--- config.mk ---
export PLATFORM = sky130hd
export DESIGN_NAME = scan_cluster_segmenter_core_flat
export DESIGN_NICKNAME = d
export VERILOG_FILES = /design/src/design/scs_pkg.sv /design/src/design/scs_if.sv /design/src/design/scan_cluster_segmenter_core.sv /design/src/design/scs_fifo.sv /design/src/design/scs_front.sv /design/src/design/scs_back.sv /design/src/flat_wrapper.sv
export SDC_FILE = /design/constraint.sdc
export NUM_CORES = 2
export LEC_CHECK = 0
export BUFFER_PORTS_ARGS = -buffer_cell sky130_fd_sc_hd__buf_2
export CAP_MARGIN = 10
export CORE_MARGIN = 5
export CORE_UTILIZATION = 26
export CTS_CLUSTER_SIZE = 16
export DETAILED_ROUTE_END_ITERATION = 10
export GPL_ROUTABILITY_DRIVEN = 0
export PLACE_DENSITY = 0.4
export SLEW_MARGIN = 5
export SYNTH_ARGS = -nofsm -noshare
export SYNTH_HDL_FRONTEND = slang
export SYNTH_SLANG_ARGS = --single-unit
--- constraint.sdc ---
create_clock -name i_clk -period 13.95 [get_ports i_clk]
set_input_delay 1.395 -clock i_clk [delete_from_list [all_inputs] [get_ports i_clk]]
set_output_delay 1.395 -clock i_clk [all_outputs]
set_load 0.05 [all_outputs]
--- src/design/scs_pkg.sv ---
// Shared constants, types and helpers for the scan cluster segmenter.
// No dependencies; every other file but scs_if.sv imports this package.
package scs_pkg;

    localparam int MAX_POINTS_DEF  = 4096;
    localparam int COORD_WIDTH_DEF = 16;

    // Configuration register widths and codes
    localparam int GAP_W     = 15;
    localparam int LEN_W     = 24;
    localparam int CFG_IDX_W = 2;
    localparam int CFG_DW    = 24;

    localparam logic [CFG_IDX_W-1:0] CFG_GAP = 2'd0;
    localparam logic [CFG_IDX_W-1:0] CFG_MIN = 2'd1;
    localparam logic [CFG_IDX_W-1:0] CFG_MAX = 2'd2;

    localparam logic [GAP_W-1:0] GAP_RESET = 15'd100;
    localparam logic [LEN_W-1:0] LEN_MAX   = 24'hFF_FFFF;

    // Queue status seen by both ends
    typedef struct packed {
        logic full;
        logic empty;
    } t_q_stat;

    // Saturating add of two path lengths
    function automatic logic [LEN_W-1:0] len_add(input logic [LEN_W-1:0] a,
                                                 input logic [LEN_W-1:0] b);
        logic [LEN_W:0] s;
        s = {1'b0, a} + {1'b0, b};
        return s[LEN_W] ? LEN_MAX : s[LEN_W-1:0];
    endfunction

endpackage

--- src/design/scs_if.sv ---
// Valid/ready channel interfaces: scan points in, cluster reports out.
// Depends on nothing.
interface scs_point_if #(parameter int COORD_WIDTH = 16);
    logic                          valid;
    logic                          ready;
    logic signed [COORD_WIDTH-1:0] point_x;
    logic signed [COORD_WIDTH-1:0] point_y;
    logic                          scan_last;

    modport source (output valid, point_x, point_y, scan_last, input ready);
    modport sink   (input valid, point_x, point_y, scan_last, output ready);
endinterface

interface scs_cluster_if #(parameter int COORD_WIDTH = 16, parameter int CNT_W = 13,
                           parameter int LEN_W = 24);
    logic                          valid;
    logic                          ready;
    logic signed [COORD_WIDTH-1:0] centroid_x;
    logic signed [COORD_WIDTH-1:0] centroid_y;
    logic        [LEN_W-1:0]       path_length;
    logic        [CNT_W-1:0]       point_count;
    logic                          length_ok;
    logic                          scan_done;

    modport source (output valid, centroid_x, centroid_y, path_length, point_count,
                    length_ok, scan_done, input ready);
    modport sink   (input valid, centroid_x, centroid_y, path_length, point_count,
                    length_ok, scan_done, output ready);
endinterface

--- src/design/scan_cluster_segmenter_core.sv ---
// Top level of the scan cluster segmenter: configuration registers, front,
// report queue and back. Depends on scs_pkg, scs_if and the scs_* modules.
//
//  channel   dir  handshake        payload
//  i_pt      in   valid/ready      point_x, point_y, scan_last
//  o_cl      out  valid/ready      centroid_x/y, path_length, point_count,
//                                  length_ok, scan_done
//  i_cfg_*   in   write enable     cluster gap, length window low and high
//
// A point that neither joins a cluster nor ends the scan runs the squaring
// and classify states, plus a push state when it closes a cluster after the
// first; one that joins also runs the one-bit-per-cycle square root, and at
// scan end the closing segment may add another square root.
// Each report then passes through the back divider.
// Synchronous active-low reset; no clearing pass. A full report queue stalls
// the front; a stalled output register stalls the back, then the front too.
module scan_cluster_segmenter_core import scs_pkg::*; #(
    parameter int MAX_POINTS  = MAX_POINTS_DEF,
    parameter int COORD_WIDTH = COORD_WIDTH_DEF
) (
    input  logic                 i_clk,
    input  logic                 i_rst_n,
    input  logic                 i_cfg_we,
    input  logic [CFG_IDX_W-1:0] i_cfg_idx,
    input  logic [CFG_DW-1:0]    i_cfg_wdata,
    scs_point_if.sink            i_pt,
    scs_cluster_if.source        o_cl
);
    localparam int CNTW = $clog2(MAX_POINTS) + 1;
    localparam int SW   = COORD_WIDTH + $clog2(MAX_POINTS);
    localparam int EW   = 2 * (SW + 1) + (CNTW + 1) + LEN_W + 1;

    logic [GAP_W-1:0]   r_gap;
    logic [2*GAP_W-1:0] r_gap2;
    logic [LEN_W-1:0]   r_min_len, r_max_len;

    // Configuration writes; squared gap follows in the next cycle
    always_ff @(posedge i_clk) begin
        if (!i_rst_n) begin
            r_gap     <= GAP_RESET;
            r_gap2    <= (2*GAP_W)'(GAP_RESET) * (2*GAP_W)'(GAP_RESET);
            r_min_len <= '0;
            r_max_len <= LEN_MAX;
        end else begin
            r_gap2 <= (2*GAP_W)'(r_gap) * (2*GAP_W)'(r_gap);
            if (i_cfg_we) begin
                unique case (i_cfg_idx)
                    CFG_GAP: r_gap     <= i_cfg_wdata[GAP_W-1:0];
                    CFG_MIN: r_min_len <= i_cfg_wdata[LEN_W-1:0];
                    CFG_MAX: r_max_len <= i_cfg_wdata[LEN_W-1:0];
                    default: ;
                endcase
            end
        end
    end

    logic          push, pop;
    logic [EW-1:0] push_data, pop_data;
    t_q_stat       q_stat;

    scs_front #(.MAX_POINTS(MAX_POINTS), .COORD_WIDTH(COORD_WIDTH)) u_front (
        .i_clk    (i_clk),
        .i_rst_n  (i_rst_n),
        .i_pt     (i_pt),
        .i_gap2   (r_gap2),
        .o_push   (push),
        .o_entry  (push_data),
        .i_q_stat (q_stat)
    );

    scs_fifo #(.WIDTH(EW), .DEPTH(4)) u_fifo (
        .i_clk   (i_clk),
        .i_rst_n (i_rst_n),
        .i_push  (push),
        .i_data  (push_data),
        .i_pop   (pop),
        .o_data  (pop_data),
        .o_stat  (q_stat)
    );

    scs_back #(.MAX_POINTS(MAX_POINTS), .COORD_WIDTH(COORD_WIDTH)) u_back (
        .i_clk     (i_clk),
        .i_rst_n   (i_rst_n),
        .i_entry   (pop_data),
        .i_q_stat  (q_stat),
        .o_pop     (pop),
        .i_min_len (r_min_len),
        .i_max_len (r_max_len),
        .o_cl      (o_cl)
    );
endmodule

--- src/design/scs_fifo.sv ---
// Short queue of cluster reports between the front and back halves.
// Depends on scs_pkg for the status struct.
module scs_fifo import scs_pkg::*; #(
    parameter int WIDTH = 8,
    parameter int DEPTH = 4
) (
    input  logic             i_clk,
    input  logic             i_rst_n,
    input  logic             i_push,
    input  logic [WIDTH-1:0] i_data,
    input  logic             i_pop,
    output logic [WIDTH-1:0] o_data,
    output t_q_stat          o_stat
);
    localparam int AW = $clog2(DEPTH);

    logic [WIDTH-1:0] r_mem [DEPTH];
    logic [AW-1:0]    r_wp, r_rp;
    logic [AW:0]      r_cnt;

    // Storage
    always_ff @(posedge i_clk) begin
        if (i_push) begin
            r_mem[r_wp] <= i_data;
        end
    end

    // Pointers and fill level
    always_ff @(posedge i_clk) begin
        if (!i_rst_n) begin
            r_wp  <= '0;
            r_rp  <= '0;
            r_cnt <= '0;
        end else begin
            if (i_push) begin
                r_wp <= (r_wp == AW'(DEPTH - 1)) ? '0 : r_wp + 1'b1;
            end
            if (i_pop) begin
                r_rp <= (r_rp == AW'(DEPTH - 1)) ? '0 : r_rp + 1'b1;
            end
            r_cnt <= r_cnt + (AW+1)'(i_push) - (AW+1)'(i_pop);
        end
    end

    assign o_data       = r_mem[r_rp];
    assign o_stat.full  = (r_cnt == (AW+1)'(DEPTH));
    assign o_stat.empty = (r_cnt == '0);
endmodule

--- src/design/scs_front.sv ---
// Front half: takes points, measures gaps, builds clusters, queues reports.
// Depends on scs_pkg and the point channel interface.
module scs_front import scs_pkg::*; #(
    parameter  int MAX_POINTS  = MAX_POINTS_DEF,
    parameter  int COORD_WIDTH = COORD_WIDTH_DEF,
    localparam int CNTW = $clog2(MAX_POINTS) + 1,
    localparam int SW   = COORD_WIDTH + $clog2(MAX_POINTS),
    localparam int EW   = 2 * (SW + 1) + (CNTW + 1) + LEN_W + 1
) (
    input  logic               i_clk,
    input  logic               i_rst_n,
    scs_point_if.sink          i_pt,
    input  logic [2*GAP_W-1:0] i_gap2,
    output logic               o_push,
    output logic [EW-1:0]      o_entry,
    input  t_q_stat            i_q_stat
);
    localparam int CW   = COORD_WIDTH;
    localparam int DXW  = CW + 1;
    localparam int D2W  = 2 * CW + 1;
    localparam int SQW  = CW + 1;
    localparam int CMPW = (D2W > 2 * GAP_W) ? D2W : 2 * GAP_W;
    localparam int ADDW = ((LEN_W > SQW) ? LEN_W : SQW) + 1;

    localparam logic [3:0] F_IDLE = 4'd0;
    localparam logic [3:0] F_MX   = 4'd1;
    localparam logic [3:0] F_MY   = 4'd2;
    localparam logic [3:0] F_CLS  = 4'd3;
    localparam logic [3:0] F_SQ   = 4'd4;
    localparam logic [3:0] F_PSPL = 4'd5;
    localparam logic [3:0] F_LAST = 4'd6;
    localparam logic [3:0] F_JX   = 4'd7;
    localparam logic [3:0] F_JY   = 4'd8;
    localparam logic [3:0] F_JD   = 4'd9;
    localparam logic [3:0] F_PHD  = 4'd10;
    localparam logic [3:0] F_POPN = 4'd11;
    localparam logic [3:0] F_PMRG = 4'd12;

    logic [3:0] r_state, n_state;

    logic signed [CW-1:0] r_x, r_y, r_prev_x, r_prev_y, r_first_x, r_first_y;
    logic                 r_last, r_split, r_in_scan, r_sq_join;
    logic signed [SW-1:0] r_head_sx, r_head_sy, r_open_sx, r_open_sy;
    logic [CNTW-1:0]      r_head_cnt, r_open_cnt;
    logic [LEN_W-1:0]     r_head_len, r_open_len, r_mlen;
    logic [D2W-1:0]       r_acc, r_d2;
    logic [D2W-1:0]       r_sq_n, r_sq_res, r_sq_bit;

    // Saturating add of one segment root to a path length
    function automatic logic [LEN_W-1:0] seg_add(input logic [LEN_W-1:0] a,
                                                 input logic [SQW-1:0] b);
        logic [ADDW-1:0] s;
        s = ADDW'(a) + ADDW'(b);
        return (s > ADDW'(LEN_MAX)) ? LEN_MAX : s[LEN_W-1:0];
    endfunction

    // Shared squarer: difference picked by state
    logic signed [DXW-1:0]   m_op;
    logic signed [2*DXW-1:0] m_prod;
    logic [D2W-1:0]          m_sq;
    always_comb begin
        case (r_state)
            F_MX:    m_op = DXW'(r_x) - DXW'(r_prev_x);
            F_MY:    m_op = DXW'(r_y) - DXW'(r_prev_y);
            F_JX:    m_op = DXW'(r_x) - DXW'(r_first_x);
            default: m_op = DXW'(r_y) - DXW'(r_first_y);
        endcase
        m_prod = m_op * m_op;
        m_sq   = m_prod[D2W-1:0];
    end

    logic gap_ok;
    assign gap_ok = (CMPW'(r_d2) <= CMPW'(i_gap2));

    // Square root step, one result bit per cycle
    logic [D2W-1:0] sq_try;
    logic           sq_ge;
    assign sq_try = r_sq_res + r_sq_bit;
    assign sq_ge  = (r_sq_n >= sq_try);

    // Queue entry selection
    logic signed [SW:0]   e_sx, e_sy;
    logic [CNTW:0]        e_cnt;
    logic [LEN_W-1:0]     e_len;
    logic                 e_done;
    always_comb begin
        e_sx   = (SW+1)'(r_open_sx);
        e_sy   = (SW+1)'(r_open_sy);
        e_cnt  = (CNTW+1)'(r_open_cnt);
        e_len  = r_open_len;
        e_done = 1'b0;
        o_push = 1'b0;
        case (r_state)
            F_PSPL: o_push = !i_q_stat.full;
            F_PHD: begin
                e_sx   = (SW+1)'(r_head_sx);
                e_sy   = (SW+1)'(r_head_sy);
                e_cnt  = (CNTW+1)'(r_head_cnt);
                e_len  = r_head_len;
                o_push = !i_q_stat.full;
            end
            F_POPN: begin
                e_done = 1'b1;
                o_push = !i_q_stat.full;
            end
            F_PMRG: begin
                e_sx   = (SW+1)'(r_head_sx) + (SW+1)'(r_open_sx);
                e_sy   = (SW+1)'(r_head_sy) + (SW+1)'(r_open_sy);
                e_cnt  = (CNTW+1)'(r_head_cnt) + (CNTW+1)'(r_open_cnt);
                e_len  = seg_add(r_mlen, r_sq_res[SQW-1:0]);
                e_done = 1'b1;
                o_push = !i_q_stat.full;
            end
            default: o_push = 1'b0;
        endcase
    end
    assign o_entry = {e_sx, e_sy, e_cnt, e_len, e_done};

    assign i_pt.ready = (r_state == F_IDLE);

    // Sequencer
    always_comb begin
        n_state = r_state;
        unique case (r_state)
            F_IDLE: if (i_pt.valid) n_state = F_MX;
            F_MX:   n_state = F_MY;
            F_MY:   n_state = F_CLS;
            F_CLS: begin
                if (!r_in_scan) n_state = F_LAST;
                else if (gap_ok) n_state = F_SQ;
                else if (!r_split) n_state = F_LAST;
                else n_state = F_PSPL;
            end
            F_SQ: if (r_sq_bit == '0) n_state = r_sq_join ? F_LAST : F_PMRG;
            F_PSPL: if (!i_q_stat.full) n_state = F_LAST;
            F_LAST: n_state = r_last ? F_JX : F_IDLE;
            F_JX:   n_state = F_JY;
            F_JY:   n_state = F_JD;
            F_JD: begin
                if (r_split && gap_ok) n_state = F_SQ;
                else if (r_split) n_state = F_PHD;
                else n_state = F_POPN;
            end
            F_PHD:  if (!i_q_stat.full) n_state = F_POPN;
            F_POPN: if (!i_q_stat.full) n_state = F_IDLE;
            F_PMRG: if (!i_q_stat.full) n_state = F_IDLE;
            default: n_state = F_IDLE;
        endcase
    end

    always_ff @(posedge i_clk) begin
        if (!i_rst_n) begin
            r_state   <= F_IDLE;
            r_in_scan <= 1'b0;
            r_split   <= 1'b0;
        end else begin
            r_state <= n_state;
            case (r_state)
                F_IDLE: if (i_pt.valid) begin
                    r_x    <= i_pt.point_x;
                    r_y    <= i_pt.point_y;
                    r_last <= i_pt.scan_last;
                end
                F_MX: r_acc <= m_sq;
                F_MY: r_d2  <= r_acc + m_sq;
                F_CLS: begin
                    r_prev_x <= r_x;
                    r_prev_y <= r_y;
                    if (!r_in_scan || !gap_ok) begin
                        if (!r_in_scan) begin
                            r_first_x <= r_x;
                            r_first_y <= r_y;
                            r_split   <= 1'b0;
                            r_in_scan <= 1'b1;
                        end else if (!r_split) begin
                            r_head_sx  <= r_open_sx;
                            r_head_sy  <= r_open_sy;
                            r_head_cnt <= r_open_cnt;
                            r_head_len <= r_open_len;
                            r_split    <= 1'b1;
                        end
                        // a split with a held head restarts after the push
                        if (!r_in_scan || !r_split) begin
                            r_open_sx  <= SW'(r_x);
                            r_open_sy  <= SW'(r_y);
                            r_open_cnt <= CNTW'(1);
                            r_open_len <= '0;
                        end
                    end else begin
                        if (r_open_cnt < CNTW'(MAX_POINTS)) begin
                            r_open_sx  <= r_open_sx + SW'(r_x);
                            r_open_sy  <= r_open_sy + SW'(r_y);
                            r_open_cnt <= r_open_cnt + 1'b1;
                        end
                        r_sq_n    <= r_d2;
                        r_sq_res  <= '0;
                        r_sq_bit  <= D2W'(1) << (D2W - 1);
                        r_sq_join <= 1'b1;
                    end
                end
                F_SQ: begin
                    if (r_sq_bit != '0) begin
                        if (sq_ge) begin
                            r_sq_n   <= r_sq_n - sq_try;
                            r_sq_res <= (r_sq_res >> 1) + r_sq_bit;
                        end else begin
                            r_sq_res <= r_sq_res >> 1;
                        end
                        r_sq_bit <= r_sq_bit >> 2;
                    end else if (r_sq_join) begin
                        r_open_len <= seg_add(r_open_len, r_sq_res[SQW-1:0]);
                    end
                end
                F_PSPL: if (!i_q_stat.full) begin
                    r_open_sx  <= SW'(r_x);
                    r_open_sy  <= SW'(r_y);
                    r_open_cnt <= CNTW'(1);
                    r_open_len <= '0;
                end
                F_JX: r_acc <= m_sq;
                F_JY: r_d2  <= r_acc + m_sq;
                F_JD: begin
                    r_mlen    <= len_add(r_head_len, r_open_len);
                    r_sq_n    <= r_d2;
                    r_sq_res  <= '0;
                    r_sq_bit  <= D2W'(1) << (D2W - 1);
                    r_sq_join <= 1'b0;
                end
                F_POPN, F_PMRG: if (!i_q_stat.full) begin
                    r_in_scan <= 1'b0;
                    r_split   <= 1'b0;
                end
                default: ;
            endcase
        end
    end

    // Checks
    a_push_room: assert property (@(posedge i_clk) disable iff (!i_rst_n)
        o_push |-> !i_q_stat.full)
        else $error("push into full queue");
    a_cnt_cap: assert property (@(posedge i_clk) disable iff (!i_rst_n)
        (r_in_scan && r_state != F_IDLE) |-> (r_open_cnt <= CNTW'(MAX_POINTS)))
        else $error("open count above cap");
    a_scan_close: assert property (@(posedge i_clk) disable iff (!i_rst_n)
        (o_push && e_done) |=> (!r_in_scan && !r_split && r_state == F_IDLE))
        else $error("scan not closed after final report");
    a_split_scan: assert property (@(posedge i_clk) disable iff (!i_rst_n)
        r_split |-> r_in_scan)
        else $error("split flag outside a scan");
endmodule

--- src/design/scs_back.sv ---
// Back half: pops cluster reports, divides sums by count, drives the result.
// Depends on scs_pkg and the cluster channel interface.
module scs_back import scs_pkg::*; #(
    parameter  int MAX_POINTS  = MAX_POINTS_DEF,
    parameter  int COORD_WIDTH = COORD_WIDTH_DEF,
    localparam int CNTW = $clog2(MAX_POINTS) + 1,
    localparam int SW   = COORD_WIDTH + $clog2(MAX_POINTS),
    localparam int EW   = 2 * (SW + 1) + (CNTW + 1) + LEN_W + 1
) (
    input  logic             i_clk,
    input  logic             i_rst_n,
    input  logic [EW-1:0]    i_entry,
    input  t_q_stat          i_q_stat,
    output logic             o_pop,
    input  logic [LEN_W-1:0] i_min_len,
    input  logic [LEN_W-1:0] i_max_len,
    scs_cluster_if.source    o_cl
);
    localparam int ESW = SW + 1;
    localparam int QCW = CNTW + 1;
    localparam int ITW = $clog2(ESW + 1);

    localparam logic [1:0] B_IDLE = 2'd0;
    localparam logic [1:0] B_DIV  = 2'd1;
    localparam logic [1:0] B_OUT  = 2'd2;

    logic [1:0] r_state;

    logic signed [ESW-1:0] q_sx, q_sy;
    logic [QCW-1:0]        q_cnt;
    logic [LEN_W-1:0]      q_len;
    logic                  q_done;
    assign {q_sx, q_sy, q_cnt, q_len, q_done} = i_entry;

    logic [ESW-1:0]   r_qx, r_qy;
    logic [QCW-1:0]   r_rx, r_ry, r_cnt;
    logic             r_negx, r_negy, r_done;
    logic [LEN_W-1:0] r_len;
    logic [ITW-1:0]   r_it;
    logic             r_ov;

    // One restoring step for each coordinate
    logic [QCW:0] rsx, rsy;
    logic         gex, gey;
    assign rsx = {r_rx, r_qx[ESW-1]};
    assign rsy = {r_ry, r_qy[ESW-1]};
    assign gex = (rsx >= {1'b0, r_cnt});
    assign gey = (rsy >= {1'b0, r_cnt});

    logic [ESW-1:0]   mx, my;
    logic [CNTW-1:0]  rc;
    logic             take;
    assign mx   = r_negx ? ESW'(0) - r_qx : r_qx;
    assign my   = r_negy ? ESW'(0) - r_qy : r_qy;
    assign rc   = (r_cnt > QCW'(MAX_POINTS)) ? CNTW'(MAX_POINTS) : r_cnt[CNTW-1:0];
    assign take = (r_state == B_OUT) && (!r_ov || o_cl.ready);

    assign o_pop    = (r_state == B_IDLE) && !i_q_stat.empty;
    assign o_cl.valid = r_ov;

    always_ff @(posedge i_clk) begin
        if (!i_rst_n) begin
            r_state <= B_IDLE;
            r_ov    <= 1'b0;
        end else begin
            if (take) begin
                r_ov <= 1'b1;
            end else if (o_cl.ready) begin
                r_ov <= 1'b0;
            end
            unique case (r_state)
                B_IDLE: if (!i_q_stat.empty) begin
                    r_negx  <= q_sx[ESW-1];
                    r_negy  <= q_sy[ESW-1];
                    r_qx    <= q_sx[ESW-1] ? ESW'(0) - q_sx : q_sx;
                    r_qy    <= q_sy[ESW-1] ? ESW'(0) - q_sy : q_sy;
                    r_rx    <= '0;
                    r_ry    <= '0;
                    r_cnt   <= q_cnt;
                    r_len   <= q_len;
                    r_done  <= q_done;
                    r_it    <= '0;
                    r_state <= B_DIV;
                end
                B_DIV: begin
                    r_rx <= gex ? QCW'(rsx - {1'b0, r_cnt}) : rsx[QCW-1:0];
                    r_ry <= gey ? QCW'(rsy - {1'b0, r_cnt}) : rsy[QCW-1:0];
                    r_qx <= {r_qx[ESW-2:0], gex};
                    r_qy <= {r_qy[ESW-2:0], gey};
                    r_it <= r_it + 1'b1;
                    if (r_it == ITW'(ESW - 1)) begin
                        r_state <= B_OUT;
                    end
                end
                B_OUT: if (take) begin
                    r_state <= B_IDLE;
                end
                default: r_state <= B_IDLE;
            endcase
        end
    end

    // Result register
    always_ff @(posedge i_clk) begin
        if (take) begin
            o_cl.centroid_x  <= (r_cnt == '0) ? '0 : mx[COORD_WIDTH-1:0];
            o_cl.centroid_y  <= (r_cnt == '0) ? '0 : my[COORD_WIDTH-1:0];
            o_cl.path_length <= r_len;
            o_cl.point_count <= rc;
            o_cl.length_ok   <= (i_min_len <= r_len) && (r_len <= i_max_len);
            o_cl.scan_done   <= r_done;
        end
    end
endmodule

--- src/flat_wrapper.sv ---
// flat-port wrapper written by rule: the top's interface ports become plain ports
module scan_cluster_segmenter_core_flat import scs_pkg::*;
#(
    parameter int MAX_POINTS  = MAX_POINTS_DEF,
    parameter int COORD_WIDTH = COORD_WIDTH_DEF
)
  (i_clk, i_rst_n, i_cfg_we, i_cfg_idx, i_cfg_wdata, i_pt_valid, i_pt_point_x, i_pt_point_y, i_pt_scan_last, i_pt_ready, o_cl_valid, o_cl_centroid_x, o_cl_centroid_y, o_cl_path_length, o_cl_point_count, o_cl_length_ok, o_cl_scan_done, o_cl_ready);
  scs_point_if #(.COORD_WIDTH(COORD_WIDTH)) i_pt_i ();
  scs_cluster_if #(.COORD_WIDTH(COORD_WIDTH), .CNT_W(13), .LEN_W(24)) o_cl_i ();
  input  logic i_clk;
  input  logic i_rst_n;
  input  logic i_cfg_we;
  input  logic [CFG_IDX_W-1:0] i_cfg_idx;
  input  logic [CFG_DW-1:0] i_cfg_wdata;
  input wire logic [$bits(i_pt_i.valid)-1:0] i_pt_valid;
  input wire logic [$bits(i_pt_i.point_x)-1:0] i_pt_point_x;
  input wire logic [$bits(i_pt_i.point_y)-1:0] i_pt_point_y;
  input wire logic [$bits(i_pt_i.scan_last)-1:0] i_pt_scan_last;
  output wire logic [$bits(i_pt_i.ready)-1:0] i_pt_ready;
  output wire logic [$bits(o_cl_i.valid)-1:0] o_cl_valid;
  output wire logic [$bits(o_cl_i.centroid_x)-1:0] o_cl_centroid_x;
  output wire logic [$bits(o_cl_i.centroid_y)-1:0] o_cl_centroid_y;
  output wire logic [$bits(o_cl_i.path_length)-1:0] o_cl_path_length;
  output wire logic [$bits(o_cl_i.point_count)-1:0] o_cl_point_count;
  output wire logic [$bits(o_cl_i.length_ok)-1:0] o_cl_length_ok;
  output wire logic [$bits(o_cl_i.scan_done)-1:0] o_cl_scan_done;
  input wire logic [$bits(o_cl_i.ready)-1:0] o_cl_ready;
  assign i_pt_i.valid = i_pt_valid;
  assign i_pt_i.point_x = i_pt_point_x;
  assign i_pt_i.point_y = i_pt_point_y;
  assign i_pt_i.scan_last = i_pt_scan_last;
  assign i_pt_ready = i_pt_i.ready;
  assign o_cl_valid = o_cl_i.valid;
  assign o_cl_centroid_x = o_cl_i.centroid_x;
  assign o_cl_centroid_y = o_cl_i.centroid_y;
  assign o_cl_path_length = o_cl_i.path_length;
  assign o_cl_point_count = o_cl_i.point_count;
  assign o_cl_length_ok = o_cl_i.length_ok;
  assign o_cl_scan_done = o_cl_i.scan_done;
  assign o_cl_i.ready = o_cl_ready;
  scan_cluster_segmenter_core #(.MAX_POINTS(MAX_POINTS), .COORD_WIDTH(COORD_WIDTH)) u_core (.i_clk(i_clk), .i_rst_n(i_rst_n), .i_cfg_we(i_cfg_we), .i_cfg_idx(i_cfg_idx), .i_cfg_wdata(i_cfg_wdata), .i_pt(i_pt_i), .o_cl(o_cl_i));
endmodule
* After elaboration in Yosys (flattened, before gate mapping)
Memories as Yosys holds them, arrays and structs flattened. A register that Yosys moved wholly into a read port is not among the register bits.
Cells that the tools add are included.
** Word-level totals
- Output and inout port bits :: 73
- Logic and storage cells :: 271
- Flip-flop bits (word level) :: 785
- Memories :: 1
- RAM bits :: 388
** Cells by class
- Reductions and logical operators :: 51
- Eq/ne operators :: 37
- $lt $le $gt $ge :: 10
- Bitwise gates (word level) :: 3
- Add/subtract/negate cells :: 28
- Muxes and demuxes :: 89
- Multipliers :: 2
** Memories
- u_core.u_fifo.r_mem :: words 4, bits a word 97, rd ports 1, clocked after memory_dff 1, write ports 1, RTL line scs_fifo.sv:17 : logic [WIDTH-1:0] r_mem [DEPTH];
** Operator list (count)
- $pmux 33 s3 :: 3
- $mux 33 :: 8
- $pmux 29 s2 :: 4
- $mux 28 :: 8
- $mux 24 :: 7
- $mux 29 :: 4
- $pmux 28 s2 :: 2
- $pmux 14 s2 :: 3
- $pmux 24 s3 :: 1
- $sub 16x16->17 :: 4
- $add 33x33->33 :: 2
- $add 28x28->29 :: 2
- $sub 1x29->29 const A :: 2
- $add 28x16->28 :: 2
- $mux 13 :: 4
- $pmux 17 s3 :: 1
- $add 24x17->25 :: 2
- $gt 25x24->1 const B :: 2
- $le 24x24->1 :: 2
- $pmux 24 s2 :: 1
- $pmux 4 s12 :: 1
- $mux 14 :: 3
- $add 32x33->33 :: 1
- $ge 33x33->1 :: 1
- other kinds (55) :: 150

* Logic depth before layout (Yosys ltp)
- Depth in word-level cells :: 6
- Depth in mapped cells :: 51
- Gate-level depth less buffers :: 49

* Hierarchy
Synthesis repeated with hierarchy kept, for this count alone.
** Unflattened totals
- Cells, all modules :: 7097
- Area total of the unflattened synthesis :: 78590.4 um^2
** Modules (own cells, without submodules)
- scs_front :: area each 42784.8 um^2, cells each 4357, sequential area each 13813.2 um^2, times used 1
- scs_fifo :: area each 14442.6 um^2, cells each 551, sequential area each 11831.3 um^2, times used 1
- scs_back :: area each 11846.4 um^2, cells each 1090, sequential area each 6155.9 um^2, times used 1
- scan_cluster_segmenter_core :: area each 9516.6 um^2, cells each 1099, sequential area each 1841.8 um^2, times used 1

* Least setup slack after synthesis
OpenSTA, ideal clock, no wires.
- Kind :: register to register
- Start :: reg u_core.u_front.r_state[2]
- End :: reg u_core.u_front.r_d2[30], data pin
- Clock period less this slack :: 11821 ps
- Slack :: 2129 ps
- Setup time :: 258 ps
- Arrival time :: 11563 ps
- Stages on the path, launching flop included :: 50
- Cells stage by stage :: dfxtp_1 clkbuf_1 inv_1 nand2_1 nor3_1 clkbuf_1 mux2i_1 ha_1 and3_1 a2111o_1 nor4b_1 o21ai_0 a31oi_1 xor2_1 nand2_1 o21a_1 clkbuf_1 nand2_1 [... 14 more ...] or2_2 a21oi_1 a41oi_1 a211oi_1 nor3_1 nor2_1 nor2_1 xnor2_1 ha_1 and4_1 a221oi_1 a21boi_0 a211oi_1 a21oi_1 a22o_1 or2_2 a21oi_1 xnor2_1
** On the way
- Word-level cells in the longest chain between the ends :: 4
- Elaborated cells between the ends (all ways) :: 6
- Those cells by class :: 1 x add/sub; 1 x mul; 3 x eq/ne; 1 x mux
** RTL lines
- from (decl) :: RTL line scs_front.sv:39 : logic [3:0] r_state, n_state;
- from (signal assigned) :: RTL line scs_front.sv:157 : r_state <= n_state;
- $eq 4x3->1 (tied with other cells) :: RTL line scs_front.sv:62 : case (r_state)
- $pmux 17 s3 * :: RTL line scs_front.sv:62
- $mul 17x17->33 * :: RTL line scs_front.sv:68 : m_prod = m_op * m_op;
- named net u_core.u_front.m_prod[23] :: RTL line scs_front.sv:59 : logic signed [2*DXW-1:0] m_prod;
- $add 33x33->33 * :: RTL line scs_front.sv:165, scs_front.sv:221
- to (signal assigned) :: RTL line scs_front.sv:165 : F_MY: r_d2 <= r_acc + m_sq;
- to (signal assigned) :: RTL line scs_front.sv:221 : F_JY: r_d2 <= r_acc + m_sq;
- to (decl) :: RTL line scs_front.sv:46 : logic [D2W-1:0] r_acc, r_d2;
Mark *: on every way through the listed nets, which the timed path passes. The rest lies on a longest branch.
A chain may end at the register's enable or synchronous reset.

* Worst setup path after layout
- Start :: reg u_core.u_front.r_state[1]
- End :: reg u_core.u_front.r_d2[30], data pin
The elaborated chain is that of the path after synthesis.

==> reports/results.tsv <==
metric	value	unit
gr-usage-met2	0.214	
cpMaxStageDelayCell	sky130_fd_sc_hd__dfxtp_1	
numCtsBuffers	154	
count_of_flip_flops_with_a_built_in_enable_after_synthesis	1047	
drt_wl_total	205000	um
critPathMaxFanout	15	
numClockSinks	1157	
timing.reg2reg.worst_path_depth	45	
fp.dieW	555	um
synth-async-reset-ratio	0	
cts_htree_levels	4	
netlist_instances	6883	
maxCapViolations	0	
final_hold_viol_count	0	
fp.dieArea	308000	um2
root_buffer	sky130_fd_sc_hd__clkbuf_16	
chipHeight	555	um
synth_top_family_by_area	adder cells	
antenna_violating_nets_post_route	0	
layout_min_cycle_time	12.87	ns
worst_skew_pair.late_latency	0.82	ns
placement_rows	200	
final.setup.tns	0	ns
synth_top_cell_by_area	sky130_fd_sc_hd__edfxtp_1	
via_cell_ratio	4.66	
yosys-mux-area-fraction	0.0396	
floorplan.initialDensity	0.261	
synthesis.nets	7963	
detailed_placer_s_ending_hpwl	152000	um
achievable-frequency	77.7	MHz
synth-adder-area-share	0.205	
post_synth_instance_area	77300	um2
setup_repair_bufs_after_cts	0	
syn_to_layout_area_delta	13.2	%
cts_tree	built	
run_status	completed	
remaining_global_route_overflow	0	
worst_path_largest_cell_delay	0.60	ns
cts_max_path_buffers	4	
area_of_combinational_cells_with_multiple_inputs	40500	um2
yosysTopAreaCellShare	0.407	
use_met3	0.0180	
grt_max_degree	80	
critical_path.endpoint_type	flop	
synth.yosys.seq_area_share	0.435	
grt.total_usage	0.132	
setup.worst_path.start_class	flop	
synth_compound_gate_area_share	0.123	
timing.max_slew.rel_slack	0.197	
detail_route.first_pass.iterations	5	
tightestPinTransition	1.20	ns
fraction_of_layout_cells_with_a_size_suffix_above_1	0.0866	
port-buffer-count	136	
boundaryPins	137	
layout.area.seq	33600	um2
gr-usage-met1	0.188	
vias	51700	
hold_path_depth	0	
fin_skew	0.0780	ns
min_period_over_period	0.923	
timing.critical_path.arrival	13.39	ns
type_of_the_tightest_min_delay_check	reg -> reg	
post_synth_xor_area_fraction	0.0528	
netlist-cell-type-count	94	
synth_flop_cell	sky130_fd_sc_hd__edfxtp_1	
grt_most_used_layer	met2	
post_synth.cell_area_avg	11.2	um2
grt_antenna_before_repair	11	
drc_errors	0	
synth-simple-area-share	0.102	
grt_setup_unrepaired	no	
worst-endpoint-required	14.48	ns
ys_ff_latch	1157	
layout.filler_cells	30400	
routedWlPerCell	18.5	um
yosysWarnings	0	
yosys-top-cells-area	sky130_fd_sc_hd__edfxtp_1, sky130_fd_sc_hd__fa_1, sky130_fd_sc_hd__ha_1	
critical_setup_path_class	reg -> reg	
critical_path_most_common_cell	sky130_fd_sc_hd__fa_1	
finalMaxSlewViolations	0	
detailedRoute.firstIterationViolations	3012	
first_pass_grt_wire_length	322000	um
clk_transition_reported_paths	0.06	ns
floorplan_core_area	297000	um2
setup_violations	0	
grt_pass1_vias	53900	
design.final.nets	8122	
## synth_stat cells (all sizes together) (50+ instances only)
cell type	count
dfxtp	110
a211oi	69
nand2	587
xor2	223
o21bai	52
ha	601
a22oi	68
nor2b	50
nor3	100
a21o	138
and2	128
clkbuf	160
a21oi	385
a31oi	55
mux2i	73
fa	415
inv	667
o21a	54
mux4	94
nor2	465
edfxtp	1047
nand2b	65
nand3	89
xnor2	241
o21ai	408
## routing by layer
layer	part of all wire	routed length, um
met1	0.49	100000
met2	0.46	93700
met4	0.017	3490
met5	0.000063	13
met3	0.038	7750
## area by class of cell
type,instances,share of cell area
multi-input cells,4860,0.463
flip-flops and latches,1157,0.384
well taps,3939,0.0563
clock buffers,195,0.0469
inverters,672,0.0289
repair buffers,197,0.0130
clock inverters,66,0.00769
diodes,3,0.0000857
## state kept, by name, indices dropped and copies added, names as in the netlist, 28 cells and up, named ones only
| name | count |
|---|---|
| u_core.r_gap2 | 29 |
| u_core.u_back.r_qx | 29 |
| u_core.u_back.r_qy | 29 |
| u_core.u_fifo.r_mem | 388 |
| u_core.u_front.r_acc | 32 |
| u_core.u_front.r_d2 | 33 |
| u_core.u_front.r_head_sx | 28 |
| u_core.u_front.r_head_sy | 28 |
| u_core.u_front.r_open_sx | 28 |
| u_core.u_front.r_open_sy | 28 |
| u_core.u_front.r_sq_n | 33 |
| u_core.u_front.r_sq_res | 33 |
## cell usage in the layout (no fill, tap or decap), types with 95 or more instances in the layout
master	n
sky130_fd_sc_hd__a21o_1	138
sky130_fd_sc_hd__a21oi_1	383
sky130_fd_sc_hd__and2_1	124
sky130_fd_sc_hd__buf_2	136
sky130_fd_sc_hd__clkbuf_16	156
sky130_fd_sc_hd__dfxtp_1	108
sky130_fd_sc_hd__edfxtp_1	1047
sky130_fd_sc_hd__fa_1	415
sky130_fd_sc_hd__ha_1	601
sky130_fd_sc_hd__inv_1	661
sky130_fd_sc_hd__nand2_1	578
sky130_fd_sc_hd__nor2_1	458
sky130_fd_sc_hd__nor3_1	95
sky130_fd_sc_hd__o21ai_0	399
sky130_fd_sc_hd__xnor2_1	241
sky130_fd_sc_hd__xor2_1	223
## final timing paths
path / startpoint / endpoint / slack, ns
max: u_core.u_front.r_state[1] / u_core.u_front.r_d2[30] / 1.08
min: u_core.u_back.r_done / u_core.u_back.o_cl.scan_done / 0.43
max reg2reg: u_core.u_front.r_state[1] / u_core.u_front.r_d2[30] / 1.08
min reg2reg: u_core.u_back.r_done / u_core.u_back.o_cl.scan_done / 0.43
## stage by stage
| stage | std cells | hold WS (ns) | cell area [um2] | utilization | setup WS, ns |
|---|---|---|---|---|---|
| 2_1_floorplan | 6883 | 0.400 | 77300 | - | 2.13 |
| 3_3_place_gp | 10800 | 0.411 | 82800 | 0.279 | 1.12 |
| 3_5_place_dp | 10800 | 0.438 | 82800 | 0.279 | 0.875 |
| 4_1_cts | 11100 | 0.435 | 87500 | 0.295 | 0.829 |
| 5_1_grt | 11100 | 0.458 | 87600 | 0.295 | 0.0912 |
| 6_report | 11100 | 0.428 | 87600 | 0.295 | 1.08 |
## critical path: cells and delay by family (launching register included)
| kind | cells | cell delay, ns |
|---|---|---|
| buf+inv | 6 | 1.03 |
| flops | 1 | 0.60 |
| simple gates | 13 | 2.76 |
| compound gates | 13 | 3.69 |
| xor+xnor | 3 | 0.41 |
| fa+ha+maj | 9 | 3.84 |
| mux | 1 | 0.24 |
## repair_timing
action	in CTS	in global routing
hold buffers	0	0
resized for setup	0	2
setup endpoints to repair	0	3
## logic make-up after synthesis
group | Yosys count
and+or+nand+nor | 1699
AOI/OAI and AO/OA | 1495
DFF | 1157
adders and majority gates | 1016
buffers and inverters | 866
xor gates and xnor gates | 465
muxes | 185
Power is left out: the tool's default activity adds up to more than one toggle a clock period on the data nets, which glitch-free logic cannot reach.
